### src/rtl/sound_level_statistics_macros.svh
// Assertion macros shared by the RTL that checks itself.
`ifndef SOUND_LEVEL_STATISTICS_MACROS_SVH
`define SOUND_LEVEL_STATISTICS_MACROS_SVH

// Consequent must hold in the same cycle as the antecedent.
`define SLS_ASSERT_NOW(label, clk, rst, ante, cons, msg) \
  label: assert property (@(posedge clk) disable iff (rst) (ante) |-> (cons)) \
    else $error(msg);

// Consequent must hold in the cycle after the antecedent.
`define SLS_ASSERT_NEXT(label, clk, rst, ante, cons, msg) \
  label: assert property (@(posedge clk) disable iff (rst) (ante) |=> (cons)) \
    else $error(msg);

`endif

### src/rtl/sls_pkg.sv
`default_nettype none

package sls_pkg;

  localparam int SAMPLE_W  = 24;
  localparam int LEVEL_W   = 33;
  localparam int CFG_W     = 25;
  localparam int CFG_IDX_W = 2;
  localparam int SQ_SHIFT  = 14;

  localparam logic [1:0] MODE_EQ   = 2'd0;
  localparam logic [1:0] MODE_MAX  = 2'd1;
  localparam logic [1:0] MODE_MIN  = 2'd2;
  localparam logic [1:0] MODE_PEAK = 2'd3;

  localparam logic [CFG_IDX_W-1:0] REG_MODE   = 2'd0;
  localparam logic [CFG_IDX_W-1:0] REG_UPDATE = 2'd1;
  localparam logic [CFG_IDX_W-1:0] REG_WINDOW = 2'd2;

  localparam logic [CFG_W-1:0] UPDATE_RESET = 25'd48000;
  localparam logic [CFG_W-1:0] WINDOW_RESET = 25'd6000;

  typedef struct packed {
    logic load;
    logic square;
    logic accum;
    logic div_start;
    logic wrap;
  } sls_cmd_t;

  typedef struct packed {
    logic win_done;
    logic per_done;
    logic need_div;
    logic div_busy;
    logic div_done;
    logic out_free;
  } sls_status_t;

endpackage

`default_nettype wire

### src/rtl/sls_div.sv
`default_nettype none

// Restoring divider, one quotient bit per cycle. The quotient is known to fit
// in LEVEL_W bits, so the high dividend bits start out as the remainder.
module sls_div
  import sls_pkg::*;
#(
  parameter int COUNT_BITS = 24
) (
  input  wire logic                            clk,
  input  wire logic                            rst,
  input  wire logic                            start,
  input  wire logic [LEVEL_W+COUNT_BITS-1:0]   num,
  input  wire logic [COUNT_BITS:0]             den,
  output logic                                 busy,
  output logic                                 done,
  output logic [LEVEL_W-1:0]                   quot
);

  localparam int CW     = COUNT_BITS + 1;
  localparam int NUM_W  = LEVEL_W + COUNT_BITS;
  localparam int STEP_W = $clog2(LEVEL_W);

  logic [COUNT_BITS-1:0] rem;
  logic [COUNT_BITS-1:0] rem_next;
  logic [LEVEL_W-1:0]    quo;
  logic [CW-1:0]         den_r;
  logic [CW-1:0]         trial;
  logic [CW-1:0]         trial_sub;
  logic                  ge;
  logic [STEP_W-1:0]     step;

  always_comb begin
    trial     = {rem, quo[LEVEL_W-1]};
    ge        = (trial >= den_r);
    trial_sub = trial - den_r;
    rem_next  = ge ? trial_sub[COUNT_BITS-1:0] : trial[COUNT_BITS-1:0];
  end

  always_ff @(posedge clk) begin
    if (rst) begin
      busy <= 1'b0;
      done <= 1'b0;
      step <= '0;
    end else begin
      done <= 1'b0;
      if (start) begin
        busy <= 1'b1;
        step <= '0;
      end else if (busy) begin
        step <= step + 1'b1;
        if (step == STEP_W'(LEVEL_W - 1)) begin
          busy <= 1'b0;
          done <= 1'b1;
        end
      end
    end
  end

  always_ff @(posedge clk) begin
    if (start) begin
      rem   <= num[NUM_W-1:LEVEL_W];
      quo   <= num[LEVEL_W-1:0];
      den_r <= den;
    end else if (busy) begin
      rem <= rem_next;
      quo <= {quo[LEVEL_W-2:0], ge};
    end
  end

  assign quot = quo;

endmodule

`default_nettype wire

### src/rtl/sls_dp.sv
`default_nettype none

module sls_dp
  import sls_pkg::*;
#(
  parameter int SAMPLE_BITS = 24,
  parameter int COUNT_BITS  = 24
) (
  input  wire logic                        clk,
  input  wire logic                        rst,
  input  wire logic                        cfg_we,
  input  wire logic [CFG_IDX_W-1:0]        cfg_index,
  input  wire logic [CFG_W-1:0]            cfg_data,
  input  wire logic signed [SAMPLE_W-1:0]  sample,
  input  wire sls_cmd_t                    cmd,
  output sls_status_t                      st,
  output logic [LEVEL_W-1:0]               level,
  output logic                             empty_res,
  output logic                             out_valid,
  input  wire logic                        out_ready
);

  localparam int CW    = COUNT_BITS + 1;
  localparam int SUM_W = LEVEL_W + COUNT_BITS;
  localparam logic [CFG_W-1:0] TOP_LEN = CFG_W'(1) << COUNT_BITS;

  logic [1:0]             mode;
  logic [CFG_W-1:0]       upd_len;
  logic [CFG_W-1:0]       win_len;
  logic [CW-1:0]          ulim;
  logic [CW-1:0]          wlim;

  logic [SAMPLE_BITS-1:0] raw;
  logic [SAMPLE_BITS:0]   mag_n;
  logic [SAMPLE_W-1:0]    mag_in;
  logic [SAMPLE_W-1:0]    mag;
  logic [2*SAMPLE_W-1:0]  prod;
  logic [LEVEL_W-1:0]     sq;

  logic [SUM_W-1:0]       psum;
  logic [SUM_W-1:0]       wsum;
  logic [CW-1:0]          pcnt;
  logic [CW-1:0]          wcnt;
  logic [CW-1:0]          pcnt_inc;
  logic [CW-1:0]          wcnt_inc;
  logic [LEVEL_W-1:0]     extreme;
  logic                   window_seen;
  logic                   win_done;
  logic                   per_done;

  logic [LEVEL_W-1:0]     ext_start;
  logic [LEVEL_W-1:0]     ext_win;
  logic                   seen_new;
  logic                   windowed;
  logic                   per_wrap;

  logic [SUM_W-1:0]       div_num;
  logic [CW-1:0]          div_den;
  logic [LEVEL_W-1:0]     quot;
  logic                   div_busy;
  logic                   div_done;

  // Zero acts as one, oversize lengths clamp to the counter range.
  always_comb begin
    if (upd_len == '0) begin
      ulim = CW'(1);
    end else if (upd_len > TOP_LEN) begin
      ulim = TOP_LEN[CW-1:0];
    end else begin
      ulim = upd_len[CW-1:0];
    end
    if (win_len == '0) begin
      wlim = CW'(1);
    end else if (win_len > TOP_LEN) begin
      wlim = TOP_LEN[CW-1:0];
    end else begin
      wlim = win_len[CW-1:0];
    end
  end

  // Magnitude of the narrow sample, scaled up to full 24-bit range.
  always_comb begin
    raw    = sample[SAMPLE_BITS-1:0];
    mag_n  = raw[SAMPLE_BITS-1] ? (~{1'b0, raw} + 1'b1) : {1'b0, raw};
    mag_in = SAMPLE_W'(mag_n) << (SAMPLE_W - SAMPLE_BITS);
    prod   = mag * mag;
  end

  always_ff @(posedge clk) begin
    if (cmd.load) begin
      mag <= mag_in;
    end
    if (cmd.square) begin
      sq <= prod[SQ_SHIFT +: LEVEL_W];
    end
  end

  assign pcnt_inc = pcnt + 1'b1;
  assign wcnt_inc = wcnt + 1'b1;
  assign windowed = (mode == MODE_MAX) || (mode == MODE_MIN);
  assign ext_start = (mode == MODE_MIN) ? '1 : '0;

  assign div_num = (mode == MODE_EQ) ? psum : wsum;
  assign div_den = (mode == MODE_EQ) ? pcnt : wcnt;

  // Window result is folded in before the period closes.
  always_comb begin
    ext_win = extreme;
    if (win_done && (mode == MODE_MAX) && (quot > extreme)) begin
      ext_win = quot;
    end
    if (win_done && (mode == MODE_MIN) && (quot < extreme)) begin
      ext_win = quot;
    end
    seen_new = window_seen | win_done;
  end

  assign per_wrap = cmd.wrap && per_done;

  always_ff @(posedge clk) begin
    if (rst) begin
      mode        <= MODE_EQ;
      upd_len     <= UPDATE_RESET;
      win_len     <= WINDOW_RESET;
      psum        <= '0;
      wsum        <= '0;
      pcnt        <= '0;
      wcnt        <= '0;
      extreme     <= '0;
      window_seen <= 1'b0;
      win_done    <= 1'b0;
      per_done    <= 1'b0;
    end else if (cfg_we) begin
      unique case (cfg_index)
        REG_MODE: begin
          mode        <= cfg_data[1:0];
          psum        <= '0;
          wsum        <= '0;
          pcnt        <= '0;
          wcnt        <= '0;
          window_seen <= 1'b0;
          extreme     <= (cfg_data[1:0] == MODE_MIN) ? '1 : '0;
        end
        REG_UPDATE: upd_len <= cfg_data;
        REG_WINDOW: win_len <= cfg_data;
        default: ;
      endcase
    end else if (cmd.accum) begin
      psum     <= psum + SUM_W'(sq);
      wsum     <= wsum + SUM_W'(sq);
      pcnt     <= pcnt_inc;
      wcnt     <= wcnt_inc;
      win_done <= (wcnt_inc >= wlim);
      per_done <= (pcnt_inc >= ulim);
      if ((mode == MODE_PEAK) && (LEVEL_W'(mag) > extreme)) begin
        extreme <= LEVEL_W'(mag);
      end
    end else if (cmd.wrap) begin
      if (win_done) begin
        wsum <= '0;
        wcnt <= '0;
      end
      if (per_done) begin
        psum        <= '0;
        pcnt        <= '0;
        extreme     <= ext_start;
        window_seen <= 1'b0;
      end else begin
        extreme     <= ext_win;
        window_seen <= seen_new;
      end
    end
  end

  always_ff @(posedge clk) begin
    if (rst) begin
      out_valid <= 1'b0;
    end else if (per_wrap) begin
      out_valid <= 1'b1;
    end else if (out_ready) begin
      out_valid <= 1'b0;
    end
  end

  always_ff @(posedge clk) begin
    if (per_wrap) begin
      priority if (mode == MODE_EQ) begin
        level <= quot;
      end else if (mode == MODE_PEAK) begin
        level <= extreme;
      end else if (seen_new) begin
        level <= ext_win;
      end else begin
        level <= '0;
      end
      empty_res <= windowed && !seen_new;
    end
  end

  sls_div #(
    .COUNT_BITS(COUNT_BITS)
  ) u_div (
    .clk  (clk),
    .rst  (rst),
    .start(cmd.div_start),
    .num  (div_num),
    .den  (div_den),
    .busy (div_busy),
    .done (div_done),
    .quot (quot)
  );

  always_comb begin
    st.win_done = win_done;
    st.per_done = per_done;
    st.need_div = ((mode == MODE_EQ) && per_done) || (windowed && win_done);
    st.div_busy = div_busy;
    st.div_done = div_done;
    st.out_free = !out_valid || out_ready;
  end

endmodule

`default_nettype wire

### src/rtl/sls_ctrl.sv
`default_nettype none

module sls_ctrl
  import sls_pkg::*;
(
  input  wire logic        clk,
  input  wire logic        rst,
  input  wire logic        in_valid,
  output logic             in_ready,
  input  wire sls_status_t st,
  output sls_cmd_t         cmd
);

  typedef enum logic [2:0] {
    S_IDLE,
    S_SQUARE,
    S_ACCUM,
    S_CHECK,
    S_DIV,
    S_WRAP
  } state_t;

  state_t state;

  always_comb begin
    in_ready      = (state == S_IDLE);
    cmd           = '0;
    cmd.load      = (state == S_IDLE) && in_valid;
    cmd.square    = (state == S_SQUARE);
    cmd.accum     = (state == S_ACCUM);
    cmd.div_start = (state == S_CHECK) && st.need_div;
    // Hold the period result until the output register frees up.
    cmd.wrap      = (state == S_WRAP) && (!st.per_done || st.out_free);
  end

  always_ff @(posedge clk) begin
    if (rst) begin
      state <= S_IDLE;
    end else begin
      unique case (state)
        S_IDLE: begin
          if (in_valid) state <= S_SQUARE;
        end
        S_SQUARE: state <= S_ACCUM;
        S_ACCUM:  state <= S_CHECK;
        S_CHECK: begin
          priority if (st.need_div) begin
            state <= S_DIV;
          end else if (st.win_done || st.per_done) begin
            state <= S_WRAP;
          end else begin
            state <= S_IDLE;
          end
        end
        S_DIV: begin
          if (st.div_done) state <= S_WRAP;
        end
        S_WRAP: begin
          if (cmd.wrap) state <= S_IDLE;
        end
        default: state <= S_IDLE;
      endcase
    end
  end

endmodule

`default_nettype wire

### src/rtl/sound_level_statistics.sv
// Channel  Direction  Transfer on            Payload
// cfg      in         cfg_valid & cfg_ready  cfg_index, cfg_data
// in       in         in_valid & in_ready    sample
// out      out        out_valid & out_ready  level, empty_res
//
// Between sample transfers the controller steps through S_SQUARE, S_ACCUM
// and S_CHECK, adds S_WRAP when a window or period closes, and S_DIV before
// it when a mean is needed: the restoring divider produces one quotient bit
// per cycle (33 steps). Reset is synchronous; there is no clearing pass.
// A new sample is taken while a result waits; a period end holds until the
// output register is free. cfg_ready is always high.
`default_nettype none

`include "sound_level_statistics_macros.svh"

module sound_level_statistics
  import sls_pkg::*;
#(
  parameter int SAMPLE_BITS = 24,
  parameter int COUNT_BITS  = 24
) (
  input  wire logic                        clk,
  input  wire logic                        rst,
  input  wire logic                        cfg_valid,
  output logic                             cfg_ready,
  input  wire logic [CFG_IDX_W-1:0]        cfg_index,
  input  wire logic [CFG_W-1:0]            cfg_data,
  input  wire logic                        in_valid,
  output logic                             in_ready,
  input  wire logic signed [SAMPLE_W-1:0]  sample,
  output logic                             out_valid,
  input  wire logic                        out_ready,
  output logic [LEVEL_W-1:0]               level,
  output logic                             empty_res
);

  sls_cmd_t    cmd;
  sls_status_t st;
  logic        cfg_we;

  assign cfg_ready = 1'b1;
  assign cfg_we    = cfg_valid && cfg_ready;

  sls_ctrl u_ctrl (
    .clk     (clk),
    .rst     (rst),
    .in_valid(in_valid),
    .in_ready(in_ready),
    .st      (st),
    .cmd     (cmd)
  );

  sls_dp #(
    .SAMPLE_BITS(SAMPLE_BITS),
    .COUNT_BITS (COUNT_BITS)
  ) u_dp (
    .clk      (clk),
    .rst      (rst),
    .cfg_we   (cfg_we),
    .cfg_index(cfg_index),
    .cfg_data (cfg_data),
    .sample   (sample),
    .cmd      (cmd),
    .st       (st),
    .level    (level),
    .empty_res(empty_res),
    .out_valid(out_valid),
    .out_ready(out_ready)
  );

  `SLS_ASSERT_NOW(a_div_start, clk, rst, cmd.div_start, st.need_div && !st.div_busy, "divide started without a pending mean")
  `SLS_ASSERT_NOW(a_ready_div, clk, rst, in_ready, !st.div_busy, "input ready while divider busy")
  `SLS_ASSERT_NEXT(a_one_item, clk, rst, in_valid && in_ready, !in_ready, "second sample taken before first finished")
  `SLS_ASSERT_NOW(a_out_rise, clk, rst, $rose(out_valid), $past(cmd.wrap && st.per_done), "result raised outside a period end")
  `SLS_ASSERT_NOW(a_wrap_free, clk, rst, cmd.wrap && st.per_done, st.out_free, "period result overwrote a pending result")

endmodule

`default_nettype wire
### config.mk
export PLATFORM = sky130hd
export DESIGN_NAME = sound_level_statistics
export DESIGN_NICKNAME = d
export VERILOG_FILES = /design/src/rtl/sls_pkg.sv /design/src/rtl/sls_div.sv /design/src/rtl/sls_dp.sv /design/src/rtl/sls_ctrl.sv /design/src/rtl/sound_level_statistics.sv
export VERILOG_INCLUDE_DIRS = /design/src /design/src/rtl
export SDC_FILE = /design/constraint.sdc
export NUM_CORES = 2
export LEC_CHECK = 0
export BUFFER_PORTS_ARGS = -buffer_cell sky130_fd_sc_hd__clkbuf_2
export CELL_PAD_IN_SITES_DETAIL_PLACEMENT = 0
export CELL_PAD_IN_SITES_GLOBAL_PLACEMENT = 2
export CORE_ASPECT_RATIO = 0.9
export CORE_UTILIZATION = 36
export DETAILED_ROUTE_END_ITERATION = 6
export PLACE_DENSITY = 0.81
export SYNTH_ARGS = -nofsm -noshare
export SYNTH_HDL_FRONTEND = slang
export SYNTH_HIERARCHICAL = 1
export SYNTH_SLANG_ARGS = --single-unit
### constraint.sdc
create_clock -name clk -period 11.6 [get_ports clk]
set_input_delay 0.58 -clock clk [delete_from_list [all_inputs] [get_ports clk]]
set_output_delay 0.58 -clock clk [all_outputs]
set_load 0.02 [all_outputs]
==> run metrics <==
status=finished, final reports clean; cell area after synthesis=roughly 43000 um2; Setup violations, final=0; CP Data Required Time=around 12 ns; clock skew=0.0305 ns; HPWL after DPL=between 90 and 100 mm; Hold Fails Final Rpt=0; Least-Margin Pin Slew=approximately 1.2 ns; crit start category=register; NumNets Final=approximately 5500; DIE AREA=about 120000 um2; Clock Tree Buf Depth=3; DRC errors left=0; Reg area=10500 um2; Setup Total Neg Slack=0 ns; IO Pins=93; Critical Path AT=8.72 ns; WS Path Type=register to register; # hold bufs at CTS=0; Slew headroom=20.3%; routed len/inst=20.1 um; GRT overflow=0; pre-CTS WS=3.30 ns; max_cap viols=0; R2R depth=24; H-tree levels=2; Syn Nets=between 5000 and 6000; worst-skew pair later-pin latency=0.66 ns; Crit Reg-Reg Startpoint=u_dp/mag[0]; clk slew on worst S/H paths=roughly 0.060 ns; drt initial violations=roughly 2300; Initial Util=36.4%; clock sink total=about 440; DR pass1 iterations=6; post-CTS sizing=0; worst hold margin=0.144 ns; vias per cell=5.17; WHS Path Cells=1; RSZ-0062 raised after global routing=no; CTS buffer count=56; Hold Path Class=input pin to register; Die Width=~370 um; crit path max fanout=19; All-Layer GR Usage=21.1%; pin count of the biggest net entering global routing=between 70 and 80; Tcrit/Tclk final=between 70 and 80%; Setup Fix Bufs, Post-CTS=0; number of antenna violations at the first check in global routing=4; via count=roughly 32000; first-pass GRT wire length=slightly below 200 mm; reg-to-reg slack, setup=3.27 ns; core box area=roughly 120000 um2; Worst Setup Slack, final=around 3.3 ns; Routed Antenna Nets=0; cells after synthesis=4639; hold endpoint=u_dp/mag[0]; area of the multi-input gates=roughly 29000 um2; GP Congestion=~0.84; HP Start=sample[0]; Slew Viols, Final=0; area delta synth->final=9.04%; Fillers=roughly 12000; CTS tree=yes; Routed WL=about 130 mm; vias in the first global route=32900; number of port buffers=around 90; yosys warns=6; Min Clock Period, post-route=8.33 ns; fmax=roughly 120 MHz; Std-Cell Rows=roughly 120; share of cells above drive strength 1=about 9%; Root Driver=clkbuf_16; critical path endpoint category=register; Mean Syn Cell Area=~9.2 um2; Die Y=329 um; worst reg2reg endpoint=u_dp/sq[31]
-- cell type report --
cell class	count	share of cell area, %
inverters	696	5.61
well taps	1573	4.22
flip-flops and latches	437	22.5
clock buffers	78	3.54
diodes	2	0.0107
multi-input cells	3300	61.8
repair buffers	135	1.70
clock inverters	28	0.620
-- through the flow --
| step | area (um2) | utilization (%) | cells |
|---|---|---|---|
| finish | 46600 | 39.7 | 6249 |
| global route | 46600 | 39.7 | 6247 |
| CTS | 46600 | 39.7 | 6247 |
| detailed placement | 44700 | 38.1 | 6141 |
| global placement | 44700 | 38.1 | 6141 |
| floorplan | 42700 | - | 4639 |
-- cell usage in the layout (no fill, tap or decap), drive strengths merged, types with 18 or more instances in the layout --
cell and instances:
nand4 54, nor2 281, inv 700, nor2b 37
edfxtp 173, nand2b 21, o21ai 199, and3 49
xor2 88, a21o 100, ha 377, nor3 47
fa 431, xnor2 134, nand3b 18, and2 125
a22oi 78, or3 26, a22o 35, nor4 22
mux2i 24, a211oi 52, nand3 57, mux2 134
buf 45, dfxtp 264, a21oi 230, clkbuf 168
nand2 476
-- sequential cells by signal, indices dropped and copies added, names as in the netlist, 6 cells and up --
name              cells
u_dp/extreme         33
u_dp/level           33
u_dp/mag             24
u_dp/pcnt            25
u_dp/psum            57
u_dp/sq              33
u_dp/u_div/den_r     25
u_dp/u_div/quot      33
u_dp/u_div/rem       24
u_dp/u_div/step       6
u_dp/upd_len         25
u_dp/wcnt            25
u_dp/win_len         25
u_dp/wsum            57
-- worst max-delay path, stage by stage (launching register included) --
cell and delay, ns:
edfxtp_1 0.94, inv_1 0.38, nor2_1 0.27, fa_1 0.47, fa_1 0.49, inv_1 0.06, fa_1 0.45, fa_1 0.51
inv_1 0.05, fa_1 0.47, fa_1 0.54, inv_1 0.05, fa_1 0.53, inv_1 0.04, ha_1 0.36, a211oi_1 0.27
o211ai_1 0.15, a211oi_1 0.30, a21oi_2 0.17, a41oi_2 0.35, o31ai_2 0.19, a221o_1 0.47, a21oi_2 0.28, o21bai_1 0.11
xor2_1 0.14
-- routing by layer --
metal | up-vias | global-route usage [%] | part of all wire, %
li1 | 15500 | - | -
met1 | 15900 | 31.7 | 50
met2 | 713 | 31.6 | 42
met3 | 142 | 2.92 | 5.4
met4 | 2 | 5.35 | 2.3
met5 | - | 0 | 0.0096
-- worst max-delay path by stage --
| stage | start | end | slack, ns | cells after the start |
|---|---|---|---|---|
| final | u_dp/mag[0] | u_dp/sq[31] | 3.27 | 24 |
| after global routing | u_dp/mag[11] | u_dp/sq[26] | 2.99 | 26 |
| after CTS | u_dp/mag[0] | u_dp/sq[31] | 3.25 | 24 |
| after detailed placement | u_dp/mag[0] | u_dp/sq[31] | 3.30 | 24 |
| after global placement | u_dp/mag[0] | u_dp/sq[29] | 3.37 | 24 |
| after floorplan | u_dp/mag[3] | u_dp/sq[29] | 4.36 | 26 |
Power is left out: the tool's default activity adds up to more than one toggle a clock period on the data nets, which glitch-free logic cannot reach.
